$ cat config.mk
export PLATFORM = sky130hd
export DESIGN_NAME = truth_table_cover_minimizer
export DESIGN_NICKNAME = d
export VERILOG_FILES = /design/src/rtl/tcm_pkg.sv /design/src/rtl/truth_table_cover_minimizer.sv /design/src/rtl/tcm_cand_eval.sv
export SDC_FILE = /design/constraint.sdc
export NUM_CORES = 2
export LEC_CHECK = 0
export ABC_AREA = 1
export ABC_CLOCK_PERIOD_IN_PS = 11600
export BUFFER_PORTS_ARGS = -buffer_cell sky130_fd_sc_hd__buf_2
export CAP_MARGIN = 0
export CORE_MARGIN = 1.5
export CORE_UTILIZATION = 53
export CTS_BUF_LIST = sky130_fd_sc_hd__clkbuf_4 sky130_fd_sc_hd__clkbuf_8 sky130_fd_sc_hd__clkbuf_16
export CTS_CLUSTER_SIZE = 25
export DETAILED_ROUTE_END_ITERATION = 8
export GPL_TIMING_DRIVEN = 1
export PLACE_DENSITY = 0.69
export SYNTH_ARGS = -nofsm -noshare
export SYNTH_HDL_FRONTEND = slang
export SYNTH_SLANG_ARGS = --single-unit
$ cat constraint.sdc
create_clock -name clock -period 11.6 [get_ports clock]
set_input_delay 1.16 -clock clock [delete_from_list [all_inputs] [get_ports clock]]
set_output_delay 1.16 -clock clock [all_outputs]
set_load 0.005 [all_outputs]
$ cat src/rtl/tcm_pkg.sv
package tcm_pkg;

   localparam int MaxVars    = 6;
   localparam int Minterms   = 64;
   localparam int PrimeSlots = 64;

   // sequencer states
   typedef enum logic [3:0] {
      ST_IDLE,
      ST_SIDE_INIT,
      ST_FIND,
      ST_ESS_COUNT,
      ST_ESS_MARK,
      ST_GREEDY_CHECK,
      ST_GREEDY_SCAN,
      ST_GREEDY_APPLY,
      ST_EMIT_PRIMES,
      ST_EMIT_EXTRAS,
      ST_OUT_READ,
      ST_OUT_LOAD,
      ST_OUT_HOLD
   } state_type;

   // one cube: fixed bits (zero where dashed) and dash mask
   typedef struct packed {
      logic [5:0] value;
      logic [5:0] dashes;
   } cube_type;

   // candidate test results from the evaluator
   typedef struct packed {
      logic shape_ok;
      logic in_table;
      logic no_expand;
   } cand_result_type;

   // minterms covered by a cube
   function automatic logic [Minterms-1:0] cube_mask(cube_type c);
      logic [Minterms-1:0] r;
      for (int j = 0; j < Minterms; j++) begin
         r[j] = ((6'(j) & ~c.dashes) == c.value);
      end
      return r;
   endfunction

   function automatic logic [6:0] popcount64(logic [Minterms-1:0] v);
      logic [6:0] s;
      s = '0;
      for (int j = 0; j < Minterms; j++) begin
         s = s + 7'(v[j]);
      end
      return s;
   endfunction

   function automatic logic [2:0] popcount6(logic [5:0] v);
      logic [2:0] s;
      s = '0;
      for (int j = 0; j < 6; j++) begin
         s = s + 3'(v[j]);
      end
      return s;
   endfunction

   // index of lowest set bit, zero when empty
   function automatic logic [5:0] lowest64(logic [Minterms-1:0] v);
      logic [5:0] r;
      r = '0;
      for (int j = Minterms - 1; j >= 0; j--) begin
         if (v[j]) begin
            r = 6'(j);
         end
      end
      return r;
   endfunction

   // valid combinations for n inputs
   function automatic logic [Minterms-1:0] full_mask(logic [2:0] n);
      logic [Minterms-1:0] r;
      for (int j = 0; j < Minterms; j++) begin
         r[j] = (7'(j) < (7'd1 << n));
      end
      return r;
   endfunction

endpackage

$ cat src/rtl/truth_table_cover_minimizer.sv
// Channel | Ports                                          | Direction
// req     | req_valid req_ready req_truth_table req_var_count | in
// rsp     | rsp_valid rsp_ready rsp_cube_value rsp_cube_dashes
//         | rsp_off_side rsp_last_cube                      | out
// Per table and side: a candidate scan over the shared evaluator for each dash count,
// value and dash mask, then sweeps over the stored primes (two essential passes, one
// per greedy pick, one emit) and one over the extra cubes; results then leave one by
// one, each held until rsp_ready.
// Reset is synchronous and clears the sequencer; req_ready is high only in idle.
module truth_table_cover_minimizer import tcm_pkg::*; (
   input  logic        clock,
   input  logic        reset,
   input  logic        req_valid,
   output logic        req_ready,
   input  logic [63:0] req_truth_table,
   input  logic [2:0]  req_var_count,
   output logic        rsp_valid,
   input  logic        rsp_ready,
   output logic [5:0]  rsp_cube_value,
   output logic [5:0]  rsp_cube_dashes,
   output logic        rsp_off_side,
   output logic        rsp_last_cube
);

   state_type state_ff, state_in;

   logic [Minterms-1:0] tbl_ff, tbl_in, cur_tbl_ff, cur_tbl_in;
   logic [Minterms-1:0] unc_ff, unc_in, seen1_ff, seen1_in, seen2_ff, seen2_in;
   logic [PrimeSlots-1:0] chosen_ff, chosen_in;
   logic [2:0] n_ff, n_in, d_ff, d_in;
   logic [5:0] x_ff, x_in, m_ff, m_in, low_ff, low_in, best_idx_ff, best_idx_in;
   logic [6:0] pcount_ff, pcount_in, idx_ff, idx_in, nf_ff, nf_in, k_ff, k_in;
   logic [6:0] oidx_ff, oidx_in, bestp_ff, bestp_in;
   logic       phase_ff, phase_in, side_ff, side_in, found_ff, found_in;
   cube_type   best_cube_ff, best_cube_in;
   logic [5:0] rsp_value_ff, rsp_value_in, rsp_dashes_ff, rsp_dashes_in;
   logic       rsp_side_ff, rsp_side_in, rsp_last_ff, rsp_last_in;

   // memories
   cube_type   prime_mem [PrimeSlots];
   cube_type   prime_rd_ff;
   logic [5:0] extra_mem [Minterms];
   logic [5:0] extra_rd_ff;
   logic [12:0] result_mem [Minterms];
   logic [12:0] result_rd_ff;

   logic        prime_we, extra_we, result_we;
   logic [12:0] result_wdata;

   logic [2:0]          var_n;
   logic [5:0]          lim_max;
   logic                last_cand, sweep_end, extra_end;
   logic [Minterms-1:0] cm_rd;
   logic [6:0]          pop_rd;
   cube_type            cand;
   cand_result_type     cand_res;
   logic                cand_ok;

   // candidate evaluator
   assign cand.value  = x_ff;
   assign cand.dashes = m_ff;

   tcm_cand_eval u_eval (
      .cand       (cand),
      .dash_count (d_ff),
      .var_n      (n_ff),
      .tbl        (cur_tbl_ff),
      .result     (cand_res)
   );

   // shared status terms
   always_comb begin
      var_n     = (req_var_count > 3'(MaxVars)) ? 3'(MaxVars) : req_var_count;
      lim_max   = 6'((7'd1 << n_ff) - 7'd1);
      last_cand = (d_ff == n_ff) && (x_ff == lim_max) && (m_ff == lim_max);
      cand_ok   = cand_res.shape_ok && cand_res.in_table && cand_res.no_expand;
      sweep_end = !phase_ff && (idx_ff == pcount_ff);
      extra_end = !phase_ff && (idx_ff == nf_ff);
      cm_rd     = cube_mask(prime_rd_ff);
      pop_rd    = popcount64(cm_rd & unc_ff);
   end

   // next state
   always_comb begin
      state_in = state_ff;
      case (state_ff)
         ST_IDLE:         if (req_valid) state_in = ST_SIDE_INIT;
         ST_SIDE_INIT:    state_in = ST_FIND;
         ST_FIND:         if (last_cand) state_in = ST_ESS_COUNT;
         ST_ESS_COUNT:    if (sweep_end) state_in = ST_ESS_MARK;
         ST_ESS_MARK:     if (sweep_end) state_in = ST_GREEDY_CHECK;
         ST_GREEDY_CHECK: state_in = (unc_ff == '0) ? ST_EMIT_PRIMES : ST_GREEDY_SCAN;
         ST_GREEDY_SCAN:  if (sweep_end) state_in = ST_GREEDY_APPLY;
         ST_GREEDY_APPLY: state_in = ST_GREEDY_CHECK;
         ST_EMIT_PRIMES:  if (sweep_end) state_in = ST_EMIT_EXTRAS;
         ST_EMIT_EXTRAS: begin
            if (extra_end) state_in = side_ff ? ST_OUT_READ : ST_SIDE_INIT;
         end
         ST_OUT_READ:     state_in = ST_OUT_LOAD;
         ST_OUT_LOAD:     state_in = ST_OUT_HOLD;
         ST_OUT_HOLD: begin
            if (rsp_ready) state_in = rsp_last_ff ? ST_IDLE : ST_OUT_READ;
         end
         default:         state_in = ST_IDLE;
      endcase
   end

   // outputs and write enables
   always_comb begin
      req_ready    = (state_ff == ST_IDLE);
      rsp_valid    = (state_ff == ST_OUT_HOLD);
      prime_we     = (state_ff == ST_FIND) && cand_ok && !pcount_ff[6];
      extra_we     = (state_ff == ST_GREEDY_APPLY) && !found_ff && !nf_ff[6];
      result_we    = 1'b0;
      result_wdata = {side_ff, prime_rd_ff};
      case (state_ff)
         ST_EMIT_PRIMES: result_we = phase_ff && chosen_ff[idx_ff[5:0]] && !k_ff[6];
         ST_EMIT_EXTRAS: begin
            result_we    = phase_ff && !k_ff[6];
            result_wdata = {side_ff, extra_rd_ff, 6'd0};
         end
         default:        result_we = 1'b0;
      endcase
   end

   // datapath next values
   always_comb begin
      tbl_in       = tbl_ff;
      cur_tbl_in   = cur_tbl_ff;
      unc_in       = unc_ff;
      seen1_in     = seen1_ff;
      seen2_in     = seen2_ff;
      chosen_in    = chosen_ff;
      n_in         = n_ff;
      d_in         = d_ff;
      x_in         = x_ff;
      m_in         = m_ff;
      low_in       = low_ff;
      best_idx_in  = best_idx_ff;
      best_cube_in = best_cube_ff;
      bestp_in     = bestp_ff;
      found_in     = found_ff;
      pcount_in    = pcount_ff;
      nf_in        = nf_ff;
      k_in         = k_ff;
      side_in      = side_ff;
      oidx_in      = oidx_ff;
      idx_in       = idx_ff;
      phase_in     = phase_ff;
      rsp_value_in  = rsp_value_ff;
      rsp_dashes_in = rsp_dashes_ff;
      rsp_side_in   = rsp_side_ff;
      rsp_last_in   = rsp_last_ff;

      // sweep index: restart on entry, else read then use
      if (state_in != state_ff) begin
         idx_in   = '0;
         phase_in = 1'b0;
      end else if (!phase_ff) begin
         phase_in = 1'b1;
      end else begin
         phase_in = 1'b0;
         idx_in   = idx_ff + 7'd1;
      end

      case (state_ff)
         ST_IDLE: begin
            n_in    = var_n;
            tbl_in  = req_truth_table & full_mask(var_n);
            side_in = 1'b0;
            k_in    = '0;
         end
         ST_SIDE_INIT: begin
            cur_tbl_in = side_ff ? (~tbl_ff & full_mask(n_ff)) : tbl_ff;
            unc_in     = cur_tbl_in;
            chosen_in  = '0;
            seen1_in   = '0;
            seen2_in   = '0;
            pcount_in  = '0;
            nf_in      = '0;
            d_in       = '0;
            x_in       = '0;
            m_in       = '0;
         end
         ST_FIND: begin
            if (prime_we) pcount_in = pcount_ff + 7'd1;
            if (m_ff == lim_max) begin
               m_in = '0;
               if (x_ff == lim_max) begin
                  x_in = '0;
                  d_in = d_ff + 3'd1;
               end else begin
                  x_in = x_ff + 6'd1;
               end
            end else begin
               m_in = m_ff + 6'd1;
            end
         end
         ST_ESS_COUNT: begin
            if (phase_ff) begin
               seen2_in = seen2_ff | (seen1_ff & cm_rd);
               seen1_in = seen1_ff | cm_rd;
            end
         end
         ST_ESS_MARK: begin
            if (phase_ff && ((cm_rd & ~seen2_ff) != '0)) begin
               chosen_in[idx_ff[5:0]] = 1'b1;
               unc_in = unc_ff & ~cm_rd;
            end
         end
         ST_GREEDY_CHECK: begin
            low_in   = lowest64(unc_ff);
            found_in = 1'b0;
            bestp_in = '0;
         end
         ST_GREEDY_SCAN: begin
            if (phase_ff && cm_rd[low_ff] && (pop_rd > bestp_ff)) begin
               best_idx_in  = idx_ff[5:0];
               best_cube_in = prime_rd_ff;
               bestp_in     = pop_rd;
               found_in     = 1'b1;
            end
         end
         ST_GREEDY_APPLY: begin
            if (found_ff) begin
               chosen_in[best_idx_ff] = 1'b1;
               unc_in = unc_ff & ~cube_mask(best_cube_ff);
            end else begin
               nf_in          = nf_ff + 7'd1;
               unc_in[low_ff] = 1'b0;
            end
         end
         ST_EMIT_PRIMES: begin
            if (result_we) k_in = k_ff + 7'd1;
         end
         ST_EMIT_EXTRAS: begin
            if (result_we) k_in = k_ff + 7'd1;
            if (extra_end) begin
               side_in = 1'b1;
               oidx_in = '0;
            end
         end
         ST_OUT_LOAD: begin
            {rsp_side_in, rsp_value_in, rsp_dashes_in} = result_rd_ff;
            rsp_last_in = ((oidx_ff + 7'd1) == k_ff);
         end
         ST_OUT_HOLD: begin
            if (rsp_ready) oidx_in = oidx_ff + 7'd1;
         end
         default: begin
            oidx_in = oidx_ff;
         end
      endcase
   end

   // registers
   always_ff @(posedge clock) begin
      if (reset) begin
         state_ff <= ST_IDLE;
         phase_ff <= 1'b0;
         idx_ff   <= '0;
         unc_ff   <= '0;
         cur_tbl_ff <= '0;
         chosen_ff <= '0;
      end else begin
         state_ff <= state_in;
         phase_ff <= phase_in;
         idx_ff   <= idx_in;
         unc_ff   <= unc_in;
         cur_tbl_ff <= cur_tbl_in;
         chosen_ff <= chosen_in;
      end
      tbl_ff       <= tbl_in;
      seen1_ff     <= seen1_in;
      seen2_ff     <= seen2_in;
      n_ff         <= n_in;
      d_ff         <= d_in;
      x_ff         <= x_in;
      m_ff         <= m_in;
      low_ff       <= low_in;
      best_idx_ff  <= best_idx_in;
      best_cube_ff <= best_cube_in;
      bestp_ff     <= bestp_in;
      found_ff     <= found_in;
      pcount_ff    <= pcount_in;
      nf_ff        <= nf_in;
      k_ff         <= k_in;
      side_ff      <= side_in;
      oidx_ff      <= oidx_in;
      rsp_value_ff  <= rsp_value_in;
      rsp_dashes_ff <= rsp_dashes_in;
      rsp_side_ff   <= rsp_side_in;
      rsp_last_ff   <= rsp_last_in;
   end

   // prime store
   always_ff @(posedge clock) begin
      if (prime_we) prime_mem[pcount_ff[5:0]] <= cand;
      prime_rd_ff <= prime_mem[idx_ff[5:0]];
   end

   // single-minterm cubes for minterms outside every stored prime
   always_ff @(posedge clock) begin
      if (extra_we) extra_mem[nf_ff[5:0]] <= low_ff;
      extra_rd_ff <= extra_mem[idx_ff[5:0]];
   end

   // result queue for both sides
   always_ff @(posedge clock) begin
      if (result_we) result_mem[k_ff[5:0]] <= result_wdata;
      result_rd_ff <= result_mem[oidx_ff[5:0]];
   end

   assign rsp_cube_value  = rsp_value_ff;
   assign rsp_cube_dashes = rsp_dashes_ff;
   assign rsp_off_side    = rsp_side_ff;
   assign rsp_last_cube   = rsp_last_ff;

`ifndef SYNTHESIS
   a_unc_in_side: assert property (@(posedge clock) disable iff (reset)
      (unc_ff & ~cur_tbl_ff) == '0)
      else $error("uncovered minterm outside current side");

   a_out_nonempty: assert property (@(posedge clock) disable iff (reset)
      rsp_valid |-> (k_ff != 7'd0) && (oidx_ff < k_ff))
      else $error("transaction shown beyond result count");

   a_last_to_idle: assert property (@(posedge clock) disable iff (reset)
      (rsp_valid && rsp_ready && rsp_last_cube) |=> req_ready)
      else $error("not idle after final cube");

   a_apply_clears: assert property (@(posedge clock) disable iff (reset)
      (state_ff == ST_GREEDY_APPLY) |=> ($countones(unc_ff) < $countones($past(unc_ff))))
      else $error("greedy step made no progress");
`endif

endmodule

$ cat src/rtl/tcm_cand_eval.sv
module tcm_cand_eval import tcm_pkg::*; (
   input  cube_type              cand,
   input  logic [2:0]            dash_count,
   input  logic [2:0]            var_n,
   input  logic [Minterms-1:0]   tbl,
   output cand_result_type       result
);

   logic [Minterms-1:0] cm;
   logic [Minterms-1:0] partner [6];
   logic [5:0]          can_grow;

   // cube cover and shape checks, then the neighbour cube across each
   // fixed input; prime if none fits
   always_comb begin
      cm              = cube_mask(cand);
      result.shape_ok = (popcount6(cand.dashes) == dash_count) &&
                        ((cand.value & cand.dashes) == 6'd0);
      result.in_table = ((cm & ~tbl) == '0);
      for (int b = 0; b < 6; b++) begin
         for (int j = 0; j < Minterms; j++) begin
            partner[b][j] = cm[j ^ (1 << b)];
         end
         can_grow[b] = (3'(b) < var_n) && !cand.dashes[b] &&
                       ((partner[b] & ~tbl) == '0);
      end
      result.no_expand = ~|can_grow;
   end

endmodule
### Yosys cells after proc, flatten, opt, wreduce, memory -nomap -nowiden

Memories as Yosys holds them, arrays and structs flattened. A register that Yosys moved wholly into a read port is not among the register bits.
Index checks and enable logic that the tools add are counted.
Widths: inputs -> output; s select.

| operators by class | value |
|---|---|
| reduce and logical (&&, ||, !) cells | 86 |
| add/sub/neg operators | 77 |
| shifts and indexed selects | 2 |
| bitwise logic cells | 29 |
| muxes and demuxes | 129 |
| $lt $le $gt $ge | 142 |
| eq/ne operators | 220 |

Operators with widths:

| kind | count |
|---|---|
| $and 64x64->64 | 15 |
| $eq 6x6->1 | 98 |
| $logic_not 64->1 | 8 |
| $lt 6x7->1 const A | 64 |
| $mux 64 | 7 |
| $add 7x1->7 | 57 |
| $not 64->64 | 6 |
| $pmux 64 s3 | 2 |
| $eq 5x6->1 | 48 |
| $or 64x64->64 | 4 |
| $pmux 64 s2 | 2 |
| $lt 5x7->1 const A | 32 |
| $mux 6 | 35 |
| $eq 4x6->1 | 24 |
| $lt 4x7->1 const A | 16 |
| $mux 5 | 16 |
| $mux 4 | 19 |
| $eq 3x6->1 | 12 |
| $pmux 7 s2 | 5 |
| $reduce_bool 64->1 | 1 |
| $lt 3x7->1 const A | 8 |
| $pmux 4 s13 | 1 |
| $mux 7 | 6 |
| $eq 2x6->1 | 6 |
| 56 further kinds | 193 |

| storage, ports and cells | value |
|---|---|
| output and inout bits | 16 |
| RAM bits | 1984 |
| logic and storage cells | 721 |
| bits in registers | 489 |
| memories kept | 3 |
| input bits | 71 |

Memories:

| name | words | width | read ports | clocked after Yosys merged registers in | write ports | RTL line | source |
|---|---|---|---|---|---|---|---|
| result_mem | 64 | 13 | 1 | 1 | 1 | truth_table_cover_minimizer.sv:44 | `logic [12:0] result_mem [Minterms];` |
| prime_mem | 64 | 12 | 1 | 1 | 1 | truth_table_cover_minimizer.sv:40 | `cube_type prime_mem [PrimeSlots];` |
| extra_mem | 64 | 6 | 1 | 1 | 1 | truth_table_cover_minimizer.sv:42 | `logic [5:0] extra_mem [Minterms];` |

### Depth between registers and ports, before layout

| depth | value |
|---|---|
| depth in word-level cells | 70 |
| mapped depth | 63 |
| mapped depth without buffers | 63 |

### Hierarchy

From an unflattened synthesis, not the netlist that was laid out.

| unflattened totals | value |
|---|---|
| cells, all modules | 9277 |
| area, all modules | 106450.8 µm² |

By module, submodules not included:

| module | area an instance (µm²) | cells an instance | instances |
|---|---|---|---|
| truth_table_cover_minimizer | 101912.7 | 8227 | 1 |
| tcm_cand_eval | 4538.1 | 1050 | 1 |

### Worst setup path after synthesis

No wires, ideal clock.

| timing | value |
|---|---|
| path type | register -> register |
| start point | register state_ff[1] |
| end point | register seen1_ff[0] (enable) |
| period minus slack after synthesis | 10.627 ns |
| path buffers | 1 |
| path slack | 0.973 ns |
| stages on the path, launching flop included | 6 |
| arrival | 9.835 ns |
| cells stage by stage | dfxtp_1 nand2_1 nor2_1 inv_1 clkbuf_1 o21ai_0 |

| on the way | value |
|---|---|
| word-level cells in the longest chain between the ends | 3 |
| elaborated cells on any way between the ends | 5 |
| those cells by class | eq/ne: 3; reduce/logical: 2 |

RTL lines:

| what | RTL line | source |
|---|---|---|
| start: declaration | truth_table_cover_minimizer.sv:25 | `state_type state_ff, state_in;` |
| start signal: assignment | truth_table_cover_minimizer.sv:266 | `state_ff <= state_in;` |
| $eq 4x2->1 or $eq 4x1->1 (tied branches) | truth_table_cover_minimizer.sv:166 | `case (state_ff)` |
| $ne 2x2->1 (no line) or $reduce_bool 2->1 (tied branches) | - |  |
| $reduce_and 2->1 (no line) (*) | - |  |
| end signal: assignment | truth_table_cover_minimizer.sv:274 | `seen1_ff <= seen1_in;` |
| end: declaration | truth_table_cover_minimizer.sv:28 | `logic [Minterms-1:0] unc_ff, unc_in, seen1_ff, seen1_in, seen2_ff, seen2_in;` |

Every way passes the cells marked *; elsewhere a longest branch is shown, timed or not.
A chain may end at the register's enable or synchronous reset.

### Final worst setup path

| timing | value |
|---|---|
| start point | register prime_rd_ff[11] (netlist name) |
| end point | register bestp_ff[1] (enable) |

| on the way | value |
|---|---|
| word-level cells in the longest chain between the ends | 69 |
| elaborated cells on any way between the ends | 135 |
| those cells by class | add/sub: 63; order compare: 1; eq/ne: 64; mux: 2; bitwise: 1; reduce/logical: 4 |

RTL lines:

| what | RTL line | source |
|---|---|---|
| $eq 1x6->1 or $logic_not 6->1 (tied branches) | tcm_pkg.sv:41 | `r[j] = ((6'(j) & ~c.dashes) == c.value);` |
| $and 64x64->64 (*) | truth_table_cover_minimizer.sv:80 | `pop_rd = popcount64(cm_rd & unc_ff);` |
| $add 1x1->2 | tcm_pkg.sv:50 | `s = s + 7'(v[j]);` |
| $add 2x1->3 | tcm_pkg.sv:50 |  |
| $add 3x1->4 | tcm_pkg.sv:50 |  |
| $add 4x1->5 | tcm_pkg.sv:50 |  |
| $add 5x1->6 | tcm_pkg.sv:50 |  |
| $add 6x1->7 | tcm_pkg.sv:50 |  |
| $add 7x1->7 (56 in series) | tcm_pkg.sv:50 |  |
| $add 7x1->7 (*) | tcm_pkg.sv:50 |  |
| via pop_rd[6] | truth_table_cover_minimizer.sv:54 | `logic [6:0] pop_rd;` |
| $gt 7x7->1 (*) | truth_table_cover_minimizer.sv:217 | `if (phase_ff && cm_rd[low_ff] && (pop_rd > bestp_ff)) begin` |
| $logic_and 1x1->1 (*) | truth_table_cover_minimizer.sv:217 |  |
| $ne 2x2->1 (no line) (*) | - |  |
| $reduce_and 2->1 (no line) (*) | - |  |
| end signal: assignment | truth_table_cover_minimizer.sv:283 | `bestp_ff <= bestp_in;` |
| end: declaration | truth_table_cover_minimizer.sv:33 | `logic [6:0] oidx_ff, oidx_in, bestp_ff, bestp_in;` |

Mark *: on every way through the listed nets, which the timed path passes. The rest lies on a longest branch. The select of a mux whose other input is x is not followed.

==> impl_metrics.yaml <==
run_status:
  status: "finished, final reports clean"
power_and_ir_drop:
  power.share.combinational_pct: 7.4
  power.net_switching_mw: 4.80
  p_int_mw: 15.5
  power.leakage_nw: 39.1
  clkPwrFrac_pct: 42.3
  seqPwrFrac_pct: 50.3
  ir_drop_v: 0.000169
  p_per_area_mw_per_mm2: 173
  switching_share_pct: 23.6
floorplan:
  die_w_um: 448
  rows: 163
  die_h_um: 448
  die-area_sq_mm: 0.201
  initial_core_util_pct: 53.3
  design.core.area_sq_mm: 0.197
  pin_count: 87
clocking:
  clkTransAtPathRegs_ns: 0.06
  insertion_delay_ns: 0.94
  clock-sinks: 2504
  cts_buffers: 278
  postCtsSetupBuffers: 0
  postCtsHoldBufs: 0
  cts-root-buf: "clkbuf_16"
  htreeDepth: 5
  cts_tree: "yes"
  cts_resized: 0
  cts_buffer_depth: 4
grt:
  antenna_found_initial: 11
  grt_usage_pct: 32.9
  grt_pass1_vias: 70000
  grt_pass1_wl_um: 482000
  overflow: 0
  grt_max_degree: 167
critical_path:
  cp_max_fo: 16
  cp.arrival_ns: 10.03
  critPathKind: "register to register"
  max_stage_delay_ns: 0.62
  cp.required_ns: 12.18
  cp-start-kind: "register"
  end_kind: "register"
  crit_slowest_cell: "nor2_1"
  crit_top_cell: "fa_1"
synth:
  syn_inst: 8732
  ys_ff_latch: 2504
  synth_edf_count: 2269
  avgSynthCellArea_sq_um: 12.0
  yosys_warnings: 0
  synth_top_area_share_pct: 64.9
  yosysSeqAreaShare_pct: 69.3
  synth_fp_nets: 8899
  yosys-top-cells-area: "edfxtp_1 (65%), dfxtp_1 (4.5%), nor2_1 (4.2%)"
  synth_cell_types: 53
  synthArstFlopShare_pct: 0
  ys.flop_type: "edfxtp_1"
  synth_top_area_cell: "edfxtp_1"
  synth_area_sq_mm: 0.105
drt:
  dr.pass1.iters: 7
  drc: 0
  drt-vias-per-instance: 6.42
  postRouteAntennaNets: 0
  vias: 74700
  drt_iter0_markers: 10600
  wl_um: 335000
  wl_per_cell_um: 28.8
timing:
  fin_setup_tns_ns: 0
  setup_violations: 0
  min_period_ns: 9.46
  fin_crit_sh_pct: 81.5
  tightestPinTransition_ns: 1.32
  slew_viol_final: 0
  rsz0062_at_grt: "no"
  finClkSkew_ns: 0.0783
  max_slew_margin_pct: 11.7
  hold_violations: 0
  clock.fmax_ghz: 0.106
placed_design:
  dp.cells: 11200
  place.gp.congestion: 1.03
  numPortBuffers: 86
  dp_hpwl_um: 209000
layout:
  syn2layout_area_growth_pct: 11.8
  layout_common_cells: "edfxtp_1 (2269), nor2_1 (1146), nand2_1 (992)"
  drive_above_1_share_pct: 9.51
  final_common_cell: "edfxtp_1"
  fin_nets: 8965
  final_cells: 11600
worst_hold_path:
  hold_path.class: "register to register"
run:
  maxCapViolCount: 0
power by group through the flow:
| stage | combinational (mW) | sequential, mW | clock (mW) |
|---|---|---|---|
| 2_1_floorplan | 0.815 | 10.4 | 0 |
| 3_3_place_gp | 1.47 | 10.4 | 0 |
| 3_5_place_dp | 1.48 | 10.4 | 0 |
| 4_1_cts | 1.49 | 10.2 | 8.67 |
| 5_1_grt | 1.60 | 10.2 | 9.01 |
| 6_report | 1.51 | 10.2 | 8.60 |
final cells by class:
cell class / instances / area, sq um
fill: 15600 / 79700
sequential: 2504 / 72800
multi-input combinational: 5078 / 28000
clock buffer: 355 / 7710
tap: 2640 / 3300
inverter: 650 / 2510
timing repair buffer: 286 / 2010
clock inverter: 119 / 1080
antenna: 1 / 2.50
sequential cells by signal, indices dropped and copies added, names as in the netlist, 12 cells and up:
| signal | count |
|---|---|
| seen1_ff | 64 |
| result_rd_ff | 13 |
| cur_tbl_ff | 64 |
| tbl_ff | 64 |
| extra_mem | 384 |
| prime_rd_ff | 12 |
| best_cube_ff | 12 |
| chosen_ff | 64 |
| unc_ff | 64 |
| prime_mem | 768 |
| result_mem | 832 |
| seen2_ff | 64 |
cells in the mapped netlist, types with 28 or more instances:
cell type,instances
a21oi_1,357
a221oi_1,147
a22o_1,126
a22oi_1,184
buf_1,72
clkbuf_1,400
dfxtp_1,235
edfxtp_1,2269
fa_1,57
ha_1,39
inv_1,603
nand2_1,1000
nand3_1,257
nand4_1,164
nor2_1,1166
nor3_1,110
nor4_1,70
o21a_1,53
o21ai_0,504
o221ai_1,269
o22ai_1,345
or2_2,58
xor2_1,28
kinds of logic (layout without fill, tap and decap cells):
group,Yosys count,in the layout,synth area share [%]
buffers and inverters,1150,1410,4.19
AO/OA/AOI/OAI,2097,2097,13.2
flip-flops,2504,2504,69.3
XOR/XNOR,45,45,0.375
adder cells (fa/ha/maj),96,96,1.55
other,0,1,0
AND/OR/NAND/NOR,2840,2840,11.3
worst paths after layout:
kind,startpoint,endpoint,slack [ns],cells past startpoint
setup / recovery,prime_rd_ff[11]$_DFF_P_,bestp_ff[1]$_SDFFCE_PN0P_,2.14,34
hold / removal,result_rd_ff[8]$_DFF_P_,rsp_cube_value[2]$_DFFE_PN_,0.40,0
setup reg to reg,prime_rd_ff[11]$_DFF_P_,bestp_ff[1]$_SDFFCE_PN0P_,2.14,34
hold reg to reg,result_rd_ff[8]$_DFF_P_,rsp_cube_value[2]$_DFFE_PN_,0.40,0
through the flow:
step                      area, sq um  setup WS, ns  power [mW]  hold slack [ns]  utilization (%)
after CTS                      117000          1.58        20.4            0.397             59.6
final                          117000          2.14        20.3            0.397             59.6
after detailed placement       109000          1.69        11.9            0.390             55.1
after global routing           117000          1.68        20.8            0.406             59.6
after floorplan                105000         0.973        11.2            0.386                -
after global placement         109000          1.70        11.9            0.387             55.1
critical path, delay by kind of cell, from the launching register on:
family | cells | cell delay, ns
AOI/OAI and AO/OA | 3 | 0.79
DFF | 1 | 0.42
and+or+nand+nor | 12 | 1.72
xor gates and xnor gates | 1 | 0.12
adders and majority gates | 11 | 5.15
buffers and inverters | 7 | 0.92
layer usage:
| layer | up-vias | track usage (%) | share of wire (%) |
|---|---|---|---|
| met4 | 6 | 13.3 | 4.6 |
| met3 | 823 | 5.48 | 9.3 |
| met5 | - | 0 | 0.014 |
| met1 | 37000 | 46.3 | 40 |
| li1 | 32500 | - | - |
| met2 | 4340 | 51.1 | 46 |
(Power assumes the default switching activity.)
